[config.mk]
export PLATFORM = sky130hd
export DESIGN_NAME = fifo_weighted_admission_control_unit
export DESIGN_NICKNAME = d
export VERILOG_FILES = /design/src/fwac_pkg.sv /design/src/fwac_ram.sv /design/src/fwac_alu.sv /design/src/fifo_weighted_admission_control_unit.sv
export SDC_FILE = /design/constraint.sdc
export NUM_CORES = 1
export LEC_CHECK = 0
export BUFFER_PORTS_ARGS = -buffer_cell sky130_fd_sc_hd__clkbuf_2
export CAP_MARGIN = 20
export CORE_UTILIZATION = 41
export DETAILED_ROUTE_END_ITERATION = 6
export GPL_TIMING_DRIVEN = 0
export PLACE_DENSITY = 0.54
export SYNTH_ARGS = -nofsm -noshare
export SYNTH_HDL_FRONTEND = slang
export SYNTH_SLANG_ARGS = --single-unit
[constraint.sdc]
create_clock -name clk -period 25.1 [get_ports clk]
set_clock_uncertainty 0.2 [all_clocks]
set_input_delay 2.51 -clock clk [delete_from_list [all_inputs] [get_ports clk]]
set_output_delay 2.51 -clock clk [all_outputs]
set_load 0.02 [all_outputs]
[src/fwac_pkg.sv]
// -----------------------------------------------------------------------------
// fwac_pkg: shared types and constants
// Word layouts, result codes, sequencer states and shared-unit request type
// for the weighted admission controller.
// -----------------------------------------------------------------------------
package fwac_pkg;

	// field widths
	localparam int UNITS_W = 32;
	localparam int TAG_W   = 8;
	localparam int KIND_W  = 2;
	localparam int STAT_W  = 3;
	localparam int WAIT_W  = 5;
	localparam int PADDR_W = 3;
	localparam int PDATA_W = 32;

	// waiter queue depth; waiting_count is sized to hold it
	localparam int QUEUE_DEPTH = 16;

	// function codes of an input word
	localparam logic FUNC_ACCEPT  = 1'b0;
	localparam logic FUNC_RELEASE = 1'b1;

	// result kinds
	localparam logic [KIND_W-1:0] KIND_ACCEPT  = 2'd0;
	localparam logic [KIND_W-1:0] KIND_GRANT   = 2'd1;
	localparam logic [KIND_W-1:0] KIND_RELEASE = 2'd2;

	// result status codes
	localparam logic [STAT_W-1:0] STAT_OK           = 3'd0;
	localparam logic [STAT_W-1:0] STAT_QUEUED       = 3'd1;
	localparam logic [STAT_W-1:0] STAT_OVER_LIMIT   = 3'd2;
	localparam logic [STAT_W-1:0] STAT_OVER_RELEASE = 3'd3;
	localparam logic [STAT_W-1:0] STAT_QUEUE_FULL   = 3'd4;

	// register word index (byte address bits [PADDR_W-1:2])
	localparam logic [PADDR_W-3:0] REG_MAX_LIMIT = 1'd0;

	localparam logic [UNITS_W-1:0] MAX_LIMIT_RST = 32'hFFFF_FFFF;

	typedef struct packed {
		logic               func;
		logic [UNITS_W-1:0] units;
		logic [TAG_W-1:0]   request_tag;
	} in_word_t;

	typedef struct packed {
		logic [KIND_W-1:0]  kind;
		logic [STAT_W-1:0]  status;
		logic [TAG_W-1:0]   tag;
		logic [UNITS_W-1:0] granted_units;
		logic [UNITS_W-1:0] units_in_use;
		logic [WAIT_W-1:0]  waiting_count;
		logic               last;
	} out_word_t;

	// shared add/compare unit
	typedef enum logic {
		ALU_ADD,
		ALU_SUB
	} alu_op_t;

	typedef struct packed {
		alu_op_t            op;
		logic [UNITS_W-1:0] a;
		logic [UNITS_W-1:0] b;
		logic [UNITS_W-1:0] c;
	} alu_req_t;

	typedef struct packed {
		logic [UNITS_W:0] sum;
		logic             fit;
	} alu_rsp_t;

	// sequencer states
	typedef enum logic [2:0] {
		ST_IDLE,
		ST_ACC_LIM,
		ST_ACC_FIT,
		ST_REL_CHK,
		ST_GR_RD,
		ST_GR_FIT
	} state_t;

endpackage

[src/fwac_ram.sv]
// -----------------------------------------------------------------------------
// fwac_ram: generic single-write, single-read RAM
// One write port, one read port with registered read data.
// -----------------------------------------------------------------------------
module fwac_ram #(
	parameter int WIDTH = 40,
	parameter int DEPTH = 16
) (
	input  logic                                       clk,
	input  logic                                       we,
	input  logic [((DEPTH > 1) ? $clog2(DEPTH) : 1)-1:0] waddr,
	input  logic [WIDTH-1:0]                           wdata,
	input  logic [((DEPTH > 1) ? $clog2(DEPTH) : 1)-1:0] raddr,
	output logic [WIDTH-1:0]                           rdata
);

	logic [WIDTH-1:0] mem_q [DEPTH];

	always_ff @(posedge clk) begin
		if (we) begin
			mem_q[waddr] <= wdata;
		end
		rdata <= mem_q[raddr];
	end

endmodule

[src/fwac_alu.sv]
// -----------------------------------------------------------------------------
// fwac_alu: shared 33-bit add/subtract and fit compare
// ADD: sum = a + b, fit when sum <= c. SUB: sum = a - b, fit when b <= a.
// -----------------------------------------------------------------------------
module fwac_alu (
	input  fwac_pkg::alu_req_t req,
	output fwac_pkg::alu_rsp_t rsp
);
	import fwac_pkg::*;

	logic [UNITS_W:0] add_res;
	logic [UNITS_W:0] sub_res;

	assign add_res = {1'b0, req.a} + {1'b0, req.b};
	assign sub_res = {1'b0, req.a} - {1'b0, req.b};

	always_comb begin
		case (req.op)
			ALU_ADD: begin
				rsp.sum = add_res;
				rsp.fit = (add_res <= {1'b0, req.c});
			end
			ALU_SUB: begin
				rsp.sum = sub_res;
				rsp.fit = !sub_res[UNITS_W];
			end
			default: begin
				rsp.sum = add_res;
				rsp.fit = 1'b0;
			end
		endcase
	end

endmodule

[src/fifo_weighted_admission_control_unit.sv]
// -----------------------------------------------------------------------------
// fifo_weighted_admission_control_unit: weighted admission controller
// Tracks units in use under a programmable limit; requests that do not fit
// wait in a FIFO and are granted in head-of-line order on release.
//
//   channel   direction  handshake           payload
//   in        input      in_valid/in_stall   in_word  (func, units, request_tag)
//   out       output     out_valid/out_stall out_word (kind .. last)
//   apb       input      psel/penable/pready max_limit at byte address 0
//
// An accept gives its result word from ACC_FIT, or from ACC_LIM when over the
// limit; a release gives its first word from GR_FIT (from REL_CHK on an over
// release) and each further word from GR_FIT again, as the head entry is read
// in GR_RD and then tested in the one shared 33-bit add/compare unit.
// in_stall is high from the accepting edge until the last word is registered;
// the next word can be taken in the cycle after that.
// The waiter queue RAM has no reset; only written entries are read.
// A stalled output word holds the sequencer until the word is taken.
// -----------------------------------------------------------------------------
module fifo_weighted_admission_control_unit (
	input  logic                              clk,
	input  logic                              arst_n,
	// item input
	input  logic                              in_valid,
	output logic                              in_stall,
	input  fwac_pkg::in_word_t                in_word,
	// result output
	output logic                              out_valid,
	input  logic                              out_stall,
	output fwac_pkg::out_word_t               out_word,
	// register port
	input  logic                              psel,
	input  logic                              penable,
	input  logic                              pwrite,
	input  logic [fwac_pkg::PADDR_W-1:0]      paddr,
	input  logic [fwac_pkg::PDATA_W-1:0]      pwdata,
	output logic [fwac_pkg::PDATA_W-1:0]      prdata,
	output logic                              pready
);
	import fwac_pkg::*;

	localparam int CNT_W = $clog2(QUEUE_DEPTH + 1);
	localparam int PTR_W = (QUEUE_DEPTH > 1) ? $clog2(QUEUE_DEPTH) : 1;
	localparam int RAM_W = UNITS_W + TAG_W;

	state_t              state_q, state_d;
	in_word_t            item_q;
	logic [UNITS_W-1:0]  used_q;
	logic [UNITS_W-1:0]  max_limit_q;
	logic [PTR_W-1:0]    head_q, tail_q;
	logic [CNT_W-1:0]    count_q;
	logic                out_valid_q;
	out_word_t           out_q;

	alu_req_t            alu_req;
	alu_rsp_t            alu_rsp;
	logic [RAM_W-1:0]    rd_data;
	logic [UNITS_W-1:0]  rd_units;
	logic [TAG_W-1:0]    rd_tag;

	logic                can_emit;
	logic                emit_req;
	out_word_t           emit_word;
	logic                used_upd;
	logic                enq_req;
	logic                grant_req;
	logic                queue_full;
	logic                cfg_wr;

	// register port
	assign pready = 1'b1;
	assign cfg_wr = psel && penable && pwrite && (paddr[PADDR_W-1:2] == REG_MAX_LIMIT);

	always_comb begin
		if (paddr[PADDR_W-1:2] == REG_MAX_LIMIT) begin
			prdata = max_limit_q;
		end else begin
			prdata = '0;
		end
	end

	always_ff @(posedge clk or negedge arst_n) begin
		if (!arst_n) begin
			max_limit_q <= MAX_LIMIT_RST;
		end else if (cfg_wr) begin
			max_limit_q <= pwdata;
		end
	end

	// waiter queue storage: {units, tag}, read at head
	fwac_ram #(
		.WIDTH(RAM_W),
		.DEPTH(QUEUE_DEPTH)
	) u_queue_ram (
		.clk  (clk),
		.we   (enq_req && can_emit),
		.waddr(tail_q),
		.wdata({item_q.units, item_q.request_tag}),
		.raddr(head_q),
		.rdata(rd_data)
	);

	assign rd_units = rd_data[RAM_W-1:TAG_W];
	assign rd_tag   = rd_data[TAG_W-1:0];

	// shared add/compare unit
	fwac_alu u_alu (
		.req(alu_req),
		.rsp(alu_rsp)
	);

	assign queue_full = (count_q == CNT_W'(QUEUE_DEPTH));
	assign can_emit   = !out_valid_q || !out_stall;
	assign in_stall   = (state_q != ST_IDLE);

	// sequencer outputs: unit operands and result word
	always_comb begin
		alu_req.op = ALU_ADD;
		alu_req.a  = '0;
		alu_req.b  = item_q.units;
		alu_req.c  = max_limit_q;
		emit_req   = 1'b0;
		used_upd   = 1'b0;
		enq_req    = 1'b0;
		grant_req  = 1'b0;
		emit_word.kind          = KIND_ACCEPT;
		emit_word.status        = STAT_OK;
		emit_word.tag           = item_q.request_tag;
		emit_word.granted_units = '0;
		emit_word.units_in_use  = used_q;
		emit_word.waiting_count = WAIT_W'(count_q);
		emit_word.last          = 1'b1;
		case (state_q)
			ST_ACC_LIM: begin
				// request alone above the limit
				if (!alu_rsp.fit) begin
					emit_req         = 1'b1;
					emit_word.status = STAT_OVER_LIMIT;
				end
			end
			ST_ACC_FIT: begin
				alu_req.a = used_q;
				emit_req  = 1'b1;
				if (alu_rsp.fit) begin
					used_upd                = 1'b1;
					emit_word.granted_units = item_q.units;
					emit_word.units_in_use  = alu_rsp.sum[UNITS_W-1:0];
				end else if (queue_full) begin
					emit_word.status = STAT_QUEUE_FULL;
				end else begin
					enq_req                 = 1'b1;
					emit_word.status        = STAT_QUEUED;
					emit_word.waiting_count = WAIT_W'(count_q + 1'b1);
				end
			end
			ST_REL_CHK: begin
				alu_req.op = ALU_SUB;
				alu_req.a  = used_q;
				emit_word.kind = KIND_RELEASE;
				if (!alu_rsp.fit) begin
					emit_req         = 1'b1;
					emit_word.status = STAT_OVER_RELEASE;
				end else begin
					used_upd = 1'b1;
				end
			end
			ST_GR_FIT: begin
				alu_req.a = used_q;
				alu_req.b = rd_units;
				emit_req  = 1'b1;
				if ((count_q != '0) && alu_rsp.fit) begin
					grant_req               = 1'b1;
					used_upd                = 1'b1;
					emit_word.kind          = KIND_GRANT;
					emit_word.tag           = rd_tag;
					emit_word.granted_units = rd_units;
					emit_word.units_in_use  = alu_rsp.sum[UNITS_W-1:0];
					emit_word.waiting_count = WAIT_W'(count_q - 1'b1);
					emit_word.last          = 1'b0;
				end else begin
					emit_word.kind = KIND_RELEASE;
				end
			end
			default: begin
			end
		endcase
	end

	// sequencer next state
	always_comb begin
		state_d = state_q;
		case (state_q)
			ST_IDLE: begin
				if (in_valid) begin
					state_d = (in_word.func == FUNC_RELEASE) ? ST_REL_CHK : ST_ACC_LIM;
				end
			end
			ST_ACC_LIM: begin
				if (alu_rsp.fit) begin
					state_d = ST_ACC_FIT;
				end else if (can_emit) begin
					state_d = ST_IDLE;
				end
			end
			ST_ACC_FIT: begin
				if (can_emit) begin
					state_d = ST_IDLE;
				end
			end
			ST_REL_CHK: begin
				if (alu_rsp.fit) begin
					state_d = ST_GR_RD;
				end else if (can_emit) begin
					state_d = ST_IDLE;
				end
			end
			ST_GR_RD: begin
				// wait for the registered head entry read
				state_d = ST_GR_FIT;
			end
			ST_GR_FIT: begin
				if (can_emit) begin
					state_d = grant_req ? ST_GR_RD : ST_IDLE;
				end
			end
			default: begin
				state_d = ST_IDLE;
			end
		endcase
	end

	// control and state registers
	always_ff @(posedge clk or negedge arst_n) begin
		if (!arst_n) begin
			state_q     <= ST_IDLE;
			used_q      <= '0;
			head_q      <= '0;
			tail_q      <= '0;
			count_q     <= '0;
			out_valid_q <= 1'b0;
		end else begin
			state_q <= state_d;
			if (used_upd && (can_emit || !emit_req)) begin
				used_q <= alu_rsp.sum[UNITS_W-1:0];
			end
			if (enq_req && can_emit) begin
				tail_q  <= (tail_q == PTR_W'(QUEUE_DEPTH - 1)) ? '0 : tail_q + 1'b1;
				count_q <= count_q + 1'b1;
			end
			if (grant_req && can_emit) begin
				head_q  <= (head_q == PTR_W'(QUEUE_DEPTH - 1)) ? '0 : head_q + 1'b1;
				count_q <= count_q - 1'b1;
			end
			if (emit_req && can_emit) begin
				out_valid_q <= 1'b1;
			end else if (!out_stall) begin
				out_valid_q <= 1'b0;
			end
		end
	end

	// payload registers
	always_ff @(posedge clk) begin
		if (state_q == ST_IDLE && in_valid) begin
			item_q <= in_word;
		end
		if (emit_req && can_emit) begin
			out_q <= emit_word;
		end
	end

	assign out_valid = out_valid_q;
	assign out_word  = out_q;

endmodule

After elaboration in Yosys (flattened, before gate mapping)
Memories as Yosys holds them, arrays and structs flattened. A register that Yosys moved wholly into a read port is not among the register bits.
Cells that the tools add are included.
Cells by class
  add/sub/neg operators: 6
  multipliers: 0
  div/mod/pow operators: 0
  order comparisons: 1
  equal/unequal tests: 11
  shift operators: 0
  multiplexer cells: 43
  bitwise gates (word level): 2
  reduce and logical (&&, ||, !) cells: 24
Operators with widths (number)
  one-hot mux 69 bit (2 select lines): 1
  two-way mux 32 bit: 3
  two-way mux 78 bit: 1
  one-hot mux 33 bit (2 select lines): 1
  two-way mux 64 bit: 1
  adder 32 x 32 -> 33 bit: 1
  <= comparator 33 x 32 -> 1 bit: 1
  subtractor 32 x 32 -> 33 bit: 1
  two-way mux 3 bit: 8
  two-way mux 5 bit: 4
  one-hot mux 3 bit (6 select lines): 1
  two-way mux 1 bit: 12
  logical AND 1 bit: 9
  one-hot mux 3 bit (3 select lines): 1
  adder 4 x 1 -> 4 bit, second input constant: 2
  == test 4 bit, second input constant: 2
  two-way mux 2 bit: 4
  two-way mux 4 bit: 2
  two-way mux 8 bit: 1
  == test 3 x 2 -> 1 bit, second input constant: 2
  == test 3 bit, second input constant: 2
  OR reduction 2 bit: 3
  adder 5 x 1 -> 5 bit, second input constant: 1
  == test 5 bit, second input constant: 1
  other kinds (15): 22
Word-level totals
  bits in registers: 204
  latch bits: 0
  bits in writable memories: 640
  ROM bits: 0
  input port bits: 83
  output and inout bits: 118
  logic and storage cells: 104
  memories kept: 1
Memories
  u_queue_ram.mem_q: depth 16, width 40, rd ports 1, clocked after Yosys merged registers in 1, write ports 1, RTL line fwac_ram.sv:17  | logic [WIDTH-1:0] mem_q [DEPTH];

Logic depth before layout (Yosys ltp)
Gate-level depths: netlist (run 1).
  depth in word-level cells: 12
  depth in mapped cells: 30
  gate-level depth less buffers: 27

Cells and area by module
A second synthesis (run 1) with hierarchy kept.
Second synthesis, totals
  cells, all modules: 2467
  area, all modules: 39063.7 sq um
Modules (own cells, without submodules)
  fwac_ram: times used 1, cells each 1040, area each 25131.6 sq um, sequential area each 20019.2 sq um
  fifo_weighted_admission_control_unit: times used 1, cells each 750, area each 9171.3 sq um, sequential area each 5760.5 sq um
  fwac_alu: times used 1, cells each 677, area each 4760.8 sq um, sequential area each 0.0 sq um

Worst setup path after synthesis (run 1)
No wires, ideal clock.
  path type: register -> register
  start point: register state_q[0]
  end point: memory u_queue_ram.mem_q[4][0], enable pin
  setup time: 0.495 ns
  arrival: 8.614 ns
  data required time: 24.405 ns
  slack: 15.790 ns
  stages on the path, launching flop included: 28
  buffers on the path: 3
  period minus slack after synthesis: 9.310 ns
  cells stage by stage: dfrtp_1 inv_1 nor2_1 nand2_1 clkbuf_1 nand2_1 clkbuf_1 nand2_1 inv_1 ha_1 fa_1 a211oi_1 o21a_1 a2111o_1 and3_1 o31ai_4 a31o_2 xnor2_1 ha_1 nand4_1 or4_1 nor4_2 o21ai_0 a31oi_1 a211o_1 buf_4 o2111ai_1 nor3b_1
Between the ends
  longest elaborated chain between the ends: 11
  elaborated cells between the ends (all ways): 18
  those cells by class: add/sub (2); order compare (1); eq/ne (3); mux (8); bitwise (1); reduce/logical (3)
RTL lines
  start: declaration: RTL line fifo_weighted_admission_control_unit.sv:46  | state_t state_q, state_d;
  start signal: assignment: RTL line fifo_weighted_admission_control_unit.sv:242  | state_q <= state_d;
  == test 3 bit / == test 3 x 2 -> 1 bit (equally long branches): RTL line fifo_weighted_admission_control_unit.sv:133  | case (state_q)
  OR reduction 3 bit (no source line)
  two-way mux 32 bit: RTL line fifo_weighted_admission_control_unit.sv:133
  adder 32 x 32 -> 33 bit / subtractor 32 x 32 -> 33 bit (equally long branches): RTL line fwac_alu.sv:14, fwac_alu.sv:15
  <= comparator 33 x 32 -> 1 bit / logical NOT 1 bit (equally long branches): RTL line fwac_alu.sv:21, fwac_alu.sv:25
  one-hot mux 33 bit (2 select lines): RTL line fwac_alu.sv:18  | case (req.op)
  two-way mux 1 bit: RTL line fifo_weighted_admission_control_unit.sv:144  | if (alu_rsp.fit) begin
  two-way mux 1 bit (*): RTL line fifo_weighted_admission_control_unit.sv:133
  logical AND 1 bit (*): RTL line fifo_weighted_admission_control_unit.sv:96  | .we (enq_req && can_emit),
  two-way mux 1 bit (*): RTL line fwac_ram.sv:20  | if (we) begin
  two-way mux 1 bit (implied by the code) (*): RTL line fwac_ram.sv:21  | mem_q[waddr] <= wdata;
  end: declaration: RTL line fwac_ram.sv:17
Mark *: on every way between the ends. The rest lies on a longest branch, timed or not.

Worst setup path after layout (run 1)
  start point: register state_q[0]
  end point: memory u_queue_ram.mem_q[10][9], enable pin
The elaborated chain is that of the path after synthesis.

==> results of run 1 <==
-- registers in the layout, indices dropped and copies added (netlist names) --
signal / count
used_q: 32
out_word: 83
item_q: 40
count_q: 5
out_valid: 1
state_q: 3
tail_q: 4
u_queue_ram.rdata: 40
head_q: 4
u_queue_ram.mem_q: 640
max_limit_q: 32
-- critical path, stage by stage (launching register included) --
cell and delay (ns):
dfrtp_1 0.47, inv_1 0.22, nor2_1 0.11, nand2_1 0.11, clkbuf_1 0.86, buf_1 0.74
nand2_1 0.11, nand2_1 0.35, ha_1 0.33, a211oi_1 0.38, o211ai_1 0.23, nand2_1 0.22
o311ai_0 0.17, clkdlybuf4s18_2 0.29, a21oi_1 0.51, o31a_1 0.36, xnor2_1 0.13, ha_1 0.30
nand4_1 0.20, or4_1 0.66, nor4_2 0.38, o21ai_0 0.21, a31oi_1 0.79, a211o_1 0.19
buf_4 0.17, o21ai_1 0.17, nor3_2 0.50, and3_4 0.90
-- kinds of logic (layout without fill, tap and decap cells) --
kind of cell	after synthesis	in the layout
buffers and inverters	240	660
adders and majority gates	105	105
DFF	884	884
AOI/OAI and AO/OA	337	337
muxes	285	285
other	1	1
and+or+nand+nor	445	445
xor gates and xnor gates	60	60
-- final cells by class --
| class | instances | share of cell area (%) |
|---|---|---|
| well taps | 1243 | 3.475 |
| multi-input cells | 1233 | 26.34 |
| repair buffers | 245 | 3.791 |
| inverters | 116 | 0.9729 |
| clock buffers | 119 | 5.605 |
| clock inverters | 56 | 1.096 |
| flip-flops and latches | 884 | 57.60 |
| plain buffers | 124 | 1.118 |
-- power groups by stage --
stage | sequential (mW) | clock [mW] | combinational, mW
floorplan | 2.11 | 0 | 1.14
global placement | 2.07 | 0 | 1.82
detailed placement | 2.07 | 0 | 1.89
CTS | 2.04 | 1.40 | 1.90
global route | 2.06 | 1.45 | 2.05
finish | 2.04 | 1.37 | 1.89
-- stage by stage --
step | worst slack [ns] | util, % | cells
floorplan | 15.79 | - | 2357
global placement | 7.780 | 44.43 | 3797
global route | 13.93 | 48.53 | 4020
CTS | 14.37 | 48.37 | 4009
detailed placement | 14.41 | 45.12 | 3834
finish | 14.38 | 48.53 | 4020
-- routing by layer --
| layer | vias up | wire [µm] | GRT usage, % |
|---|---|---|---|
| met5 | - | 0 | 0 |
| met4 | 0 | 2954 | 7.116 |
| met3 | 169 | 6065 | 3.326 |
| met2 | 767 | 54690 | 39.73 |
| met1 | 11659 | 46450 | 31.22 |
| li1 | 9856 | - | - |
-- cells in the final DEF (no fill, tap or decap), drive strengths merged, types with 7 or more instances in the layout --
| cell type | count |
|---|---|
| mux2 | 82 |
| nor3 | 24 |
| inv | 119 |
| o211ai | 11 |
| nor4 | 7 |
| bufinv | 8 |
| xnor2 | 51 |
| a211oi | 17 |
| clkbuf | 393 |
| o21bai | 10 |
| nand2 | 185 |
| mux4 | 200 |
| nand3 | 21 |
| nor2 | 98 |
| nor3b | 11 |
| xor2 | 9 |
| edfxtp | 763 |
| nor2b | 8 |
| a31oi | 10 |
| a21o | 25 |
| a211o | 7 |
| dfstp | 32 |
| o31ai | 14 |
| buf | 94 |
| a22o | 33 |
| and2 | 36 |
| ha | 103 |
| dfxtp | 40 |
| nand2b | 11 |
| a21oi | 78 |
| a221oi | 8 |
| o21ai | 65 |
| clkinv | 42 |
| or3 | 7 |
| and3 | 8 |
| dfrtp | 49 |
-- final timing paths --
check | end | slack, ns
hold reg to reg | used_q[29]$_DFFE_PN0P_ | 0.29
min in group asynchronous | used_q[24]$_DFFE_PN0P_ | 1.63
setup / recovery | u_queue_ram.mem_q[10][9]$_DFFE_PP_ | 14.38
hold / removal | used_q[29]$_DFFE_PN0P_ | 0.29
max in group asynchronous | max_limit_q[10]$_DFFE_PN1P_ | 22.35
setup reg to reg | u_queue_ram.mem_q[10][9]$_DFFE_PP_ | 14.38
==> impl_metrics.yaml, run 1 <==
outcome:
  run_status: "finished clean"
routing:
  post-route-drc-count: 0
  drt-initial-drc-count: 1878
  dr.pass1.iters: 5
  totalWireLength_um: 110200
  ant_nets: 0
  avgRoutedWirePerCell_um: 27.40
  routed_via_density: 5.585
  route.vias.total: 22451
pwr:
  netSwitchingFraction_pct: 35.47
  netSwitchingPower_mw: 1.881
  p_seq_share_pct: 38.4
  p_clk_share_pct: 25.9
  p_total_mw: 5.303
  ir_worst_vdd_uv: 67.23
  p_int_mw: 3.422
  total_leakage_power_nw: 15.92
  powerDensity_nw_per_um2: 118.5
  p_comb_share_pct: 35.7
yosys:
  ys_warn_count: 0
  yosys_most_used_dff: "edfxtp_1"
  synth_edf_count: 763
  synth_area_um2: 38430
  synth_cell_types: 82
  synth_top_area_share_pct: 59.62
  synth-adder-area-share_pct: 3.458
  synth-xor-area-share_pct: 1.367
  yosys.area_share.simple_pct: 5.441
  synth_most_common_cell: "edfxtp_1"
  ys_seq_area_share_pct: 67.08
  synth_top_family_by_area: "multiplexers"
  synth_top_area_cell: "edfxtp_1"
  synthMuxAreaShare_pct: 14.20
  synth-seq-cells: 884
  netlist_instances: 2357
  syn-num-nets: 2545
  async_flop_share_pct: 9.163
  yosys-top-cells-area: "edfxtp_1, mux4_2, ha_1, dfrtp_1, dfstp_2"
  synth_compound_area_share_pct: 6.004
  syn_avg_cell_area_um2: 16.30
  synth_common_cells: "edfxtp_1, mux4_2, nand2_1"
hold_path:
  worstHoldStart: "used_q[29]$_DFFE_PN0P_"
  min_delay_path_depth: 2
  holdCritPathClass: "flop to flop"
sta:
  rsz0062_at_grt: "false"
  tightestPinTransition_ns: 1.161
  min_period_ns: 10.72
  slew_headroom_pct: 22.63
  hold_slack_ns: 0.2943
  maxSlewViolCount: 0
  period_share_pct: 42.69
  tns_ns: 0
  fmax_mhz: 93.32
  finalSetupViolCount: 0
  hold_viol: 0
setup_path:
  end_kind: "flop"
  crit_start: "state_q[0]$_DFFE_PN0P_"
  reg2reg_depth: 27
  path_max_fanout: 40
  critical_path_class: "flop to flop"
  critPathLaunchType: "flop"
  rr_startpoint: "state_q[0]$_DFFE_PN0P_"
  crit_required_ns: 25.17
  crit_arrival_ns: 10.79
die:
  die_y_um: 308.2
  start_util_pct: 41.67
  io_pins: 201
  die_w_um: 308.2
  num_rows: 111
  dieArea_um2: 94960
  core-area_um2: 92220
cts:
  hold_buffers: 0
  cts_buffers: 95
  cts-root-buf: "clkbuf_16"
  cts.sinks: 884
  postCtsSetupBuffers: 0
  cts_resized: 0
  cts_tree: "done"
  clock_path_buffers: 3
  htree_num_levels: 3
  clk_latency_ns: 0.67
  path_clk_slew_ns: 0.06
place:
  gp_congestion: 0.8879
  dpl_cell_area_um2: 41610
  portBuffers: 197
  hpwl_um: 73410
grt:
  grt-ovfl-total: 0
  antenna_found_initial: 0
  grt_pass1_vias: 22756
  grt_pass1_wl_um: 158300
  grt_max_degree: 57
  grt_usage_pct: 23.43
layout:
  seq_area_um2: 25780
  final_nets: 2887
  drive_gt1_share_pct: 26.72
  synthToLayoutAreaGrowth_pct: 16.46
  postLayoutCellArea_um2: 44760
  fillers: 7944
  diodes: 0
  multiInputGateArea_um2: 11790
job:
  cap_violations: 0
Power figures use the tool's default switching activity.
==> inputs of run 2 (changes only) <==
==> constraint.sdc (replaced) <==
create_clock -name clk -period 10.8 [get_ports clk]
set_clock_uncertainty 0.2 [all_clocks]
set_input_delay 1.08 -clock clk [delete_from_list [all_inputs] [get_ports clk]]
set_output_delay 1.08 -clock clk [all_outputs]
set_load 0.02 [all_outputs]
==> impl_metrics.yaml, run 2 (same netlist as run 1, synthesis figures left out) <==
outcome:
  run_status: "finished clean"
layout:
  final_common_cell: "edfxtp_1"
  largest_register: "u_queue_ram.mem_q"
  layout_common_cells: "edfxtp_1, mux4_2, clkbuf_2"
  postLayoutCellArea_um2: 44810
  synthToLayoutAreaGrowth_pct: 16.60
  final_nets: 2890
  fillers: 7941
  fin_util_pct: 48.59
  diodes: 0
  largest_reg_flops: 640
  drive_gt1_share_pct: 26.98
cts:
  cts.sinks: 884
  clock_path_buffers: 3
  cts_resized: 0
  cts_buffers: 95
  postCtsSetupBuffers: 0
  htree_num_levels: 3
  clk_latency_ns: 0.67
  path_clk_slew_ns: 0.06
  hold_buffers: 0
  cts_tree: "done"
  cts-root-buf: "clkbuf_16"
setup_path:
  cpMaxStageDelayCell: "and3_2"
  end_kind: "flop"
  path_max_fanout: 20
  cp_common_cell: "nand2_1"
  crit_arrival_ns: 10.33
  critPathLaunchType: "flop"
  regToRegEndpoint: "u_queue_ram.mem_q[11][35]$_DFFE_PP_"
  ff2ff_setup_slack_ns: 0.55
  max_stage_delay_ns: 0.93
  reg2reg_depth: 27
  cp.depth: 27
  rr_startpoint: "state_q[0]$_DFFE_PN0P_"
  crit_family: "simple AND/OR/NAND/NOR gates"
  crit_required_ns: 10.88
  endpoint: "u_queue_ram.mem_q[11][35]$_DFFE_PP_"
  crit_start: "state_q[0]$_DFFE_PN0P_"
  critical_path_class: "flop to flop"
  path_buf_inv: 5
die:
  num_rows: 111
  core-area_um2: 92220
  io_pins: 201
  dieArea_um2: 94960
  die_w_um: 308.2
  start_util_pct: 41.67
  die_y_um: 308.2
routing:
  dr.pass1.iters: 5
  post-route-drc-count: 0
  routed_via_density: 5.609
  totalWireLength_um: 112400
  drt-initial-drc-count: 2098
  avgRoutedWirePerCell_um: 27.93
  route.vias.total: 22566
  ant_nets: 0
pwr:
  p_comb_share_pct: 35.9
  p_seq_share_pct: 38.3
  p_int_mw: 7.958
  powerDensity_nw_per_um2: 276.0
  total_leakage_power_nw: 15.95
  ir_worst_vdd_uv: 156.2
  p_clk_share_pct: 25.9
  netSwitchingFraction_pct: 35.67
  netSwitchingPower_mw: 4.412
grt:
  grt_usage_pct: 23.43
  grt_max_degree: 57
  grt_pass1_wl_um: 158300
  grt-ovfl-total: 0
  antenna_found_initial: 0
  grt_pass1_vias: 22756
sta:
  slew_headroom_pct: 25.60
  tightestPinTransition_ns: 1.104
  tns_ns: 0
  hold_viol: 0
  min_period_ns: 10.25
  maxSlewViolCount: 0
  finalSetupViolCount: 0
  finalWorstSetupSlack_ns: 0.5534
  rsz0062_at_grt: "false"
  period_share_pct: 94.88
  fmax_mhz: 97.59
place:
  post-place-ws_ns: 0.1061
  dpl_cell_area_um2: 41610
  hpwl_um: 73410
  gp_congestion: 0.8879
  portBuffers: 197
job:
  cap_violations: 0
hold_path:
  holdCritPathClass: "input pin to async pin"
[run 2: cell types whose count changed in the layout (fill, tap and decap cells not counted), sizes merged]
| cell | before | now |
|---|---|---|
| clkdlybuf4s15 | 0 | 1 |
| clkbuf | 393 | 391 |
| and3 | 8 | 12 |
[run 2: area by class of cell]
cell class                      count  area [µm²]  share of cell area (%)
Sequential cell                   884       25780                   57.53
Inverter                          116       435.4                  0.9717
Timing Repair Buffer              245        1697                   3.786
Clock buffer                      119        2509                   5.598
Multi-Input combinational cell   1237       11840                   26.42
Clock inverter                     56       490.5                   1.095
Buffer                            123       504.2                   1.125
Tap cell                         1243        1555                   3.471
[run 2: worst min path at each step]
stage	startpoint	end	slack, ns	cells after the start
4_1_cts	arst_n	used_q[24]$_DFFE_PN0P_	0.18	1
5_1_grt	arst_n	used_q[24]$_DFFE_PN0P_	0.21	1
2_1_floorplan	used_q[29]$_DFFE_PN0P_	used_q[29]$_DFFE_PN0P_	0.25	2
3_3_place_gp	used_q[29]$_DFFE_PN0P_	used_q[29]$_DFFE_PN0P_	0.27	2
6_report	arst_n	used_q[24]$_DFFE_PN0P_	0.19	1
3_5_place_dp	used_q[29]$_DFFE_PN0P_	used_q[29]$_DFFE_PN0P_	0.28	2
[run 2: power groups by stage]
| stage | logic, mW | registers, mW | clock network, mW |
|---|---|---|---|
| 2_1_floorplan | 2.64 | 4.91 | 0 |
| 3_3_place_gp | 4.24 | 4.81 | 0 |
| 3_5_place_dp | 4.40 | 4.80 | 0 |
| 4_1_cts | 4.41 | 4.74 | 3.26 |
| 5_1_grt | 4.79 | 4.80 | 3.38 |
| 6_report | 4.44 | 4.73 | 3.20 |
[run 2: layer usage]
| layer | up-vias | track usage (%) | part of all wire (%) |
|---|---|---|---|
| met1 | 11754 | 31.22 | 43 |
| met5 | - | 0 | 0 |
| li1 | 9864 | - | - |
| met3 | 172 | 3.326 | 5.1 |
| met4 | 0 | 7.116 | 2.7 |
| met2 | 776 | 39.73 | 50 |
[run 2: metrics by stage]
step / hold WS [ns] / cells / total power, mW
3_5_place_dp: 0.2811 / 3834 / 9.197
6_report: 0.1933 / 4023 / 12.37
5_1_grt: 0.2117 / 4023 / 12.97
4_1_cts: 0.1775 / 4009 / 12.41
3_3_place_gp: 0.2706 / 3797 / 9.050
2_1_floorplan: 0.2485 / 2357 / 7.553
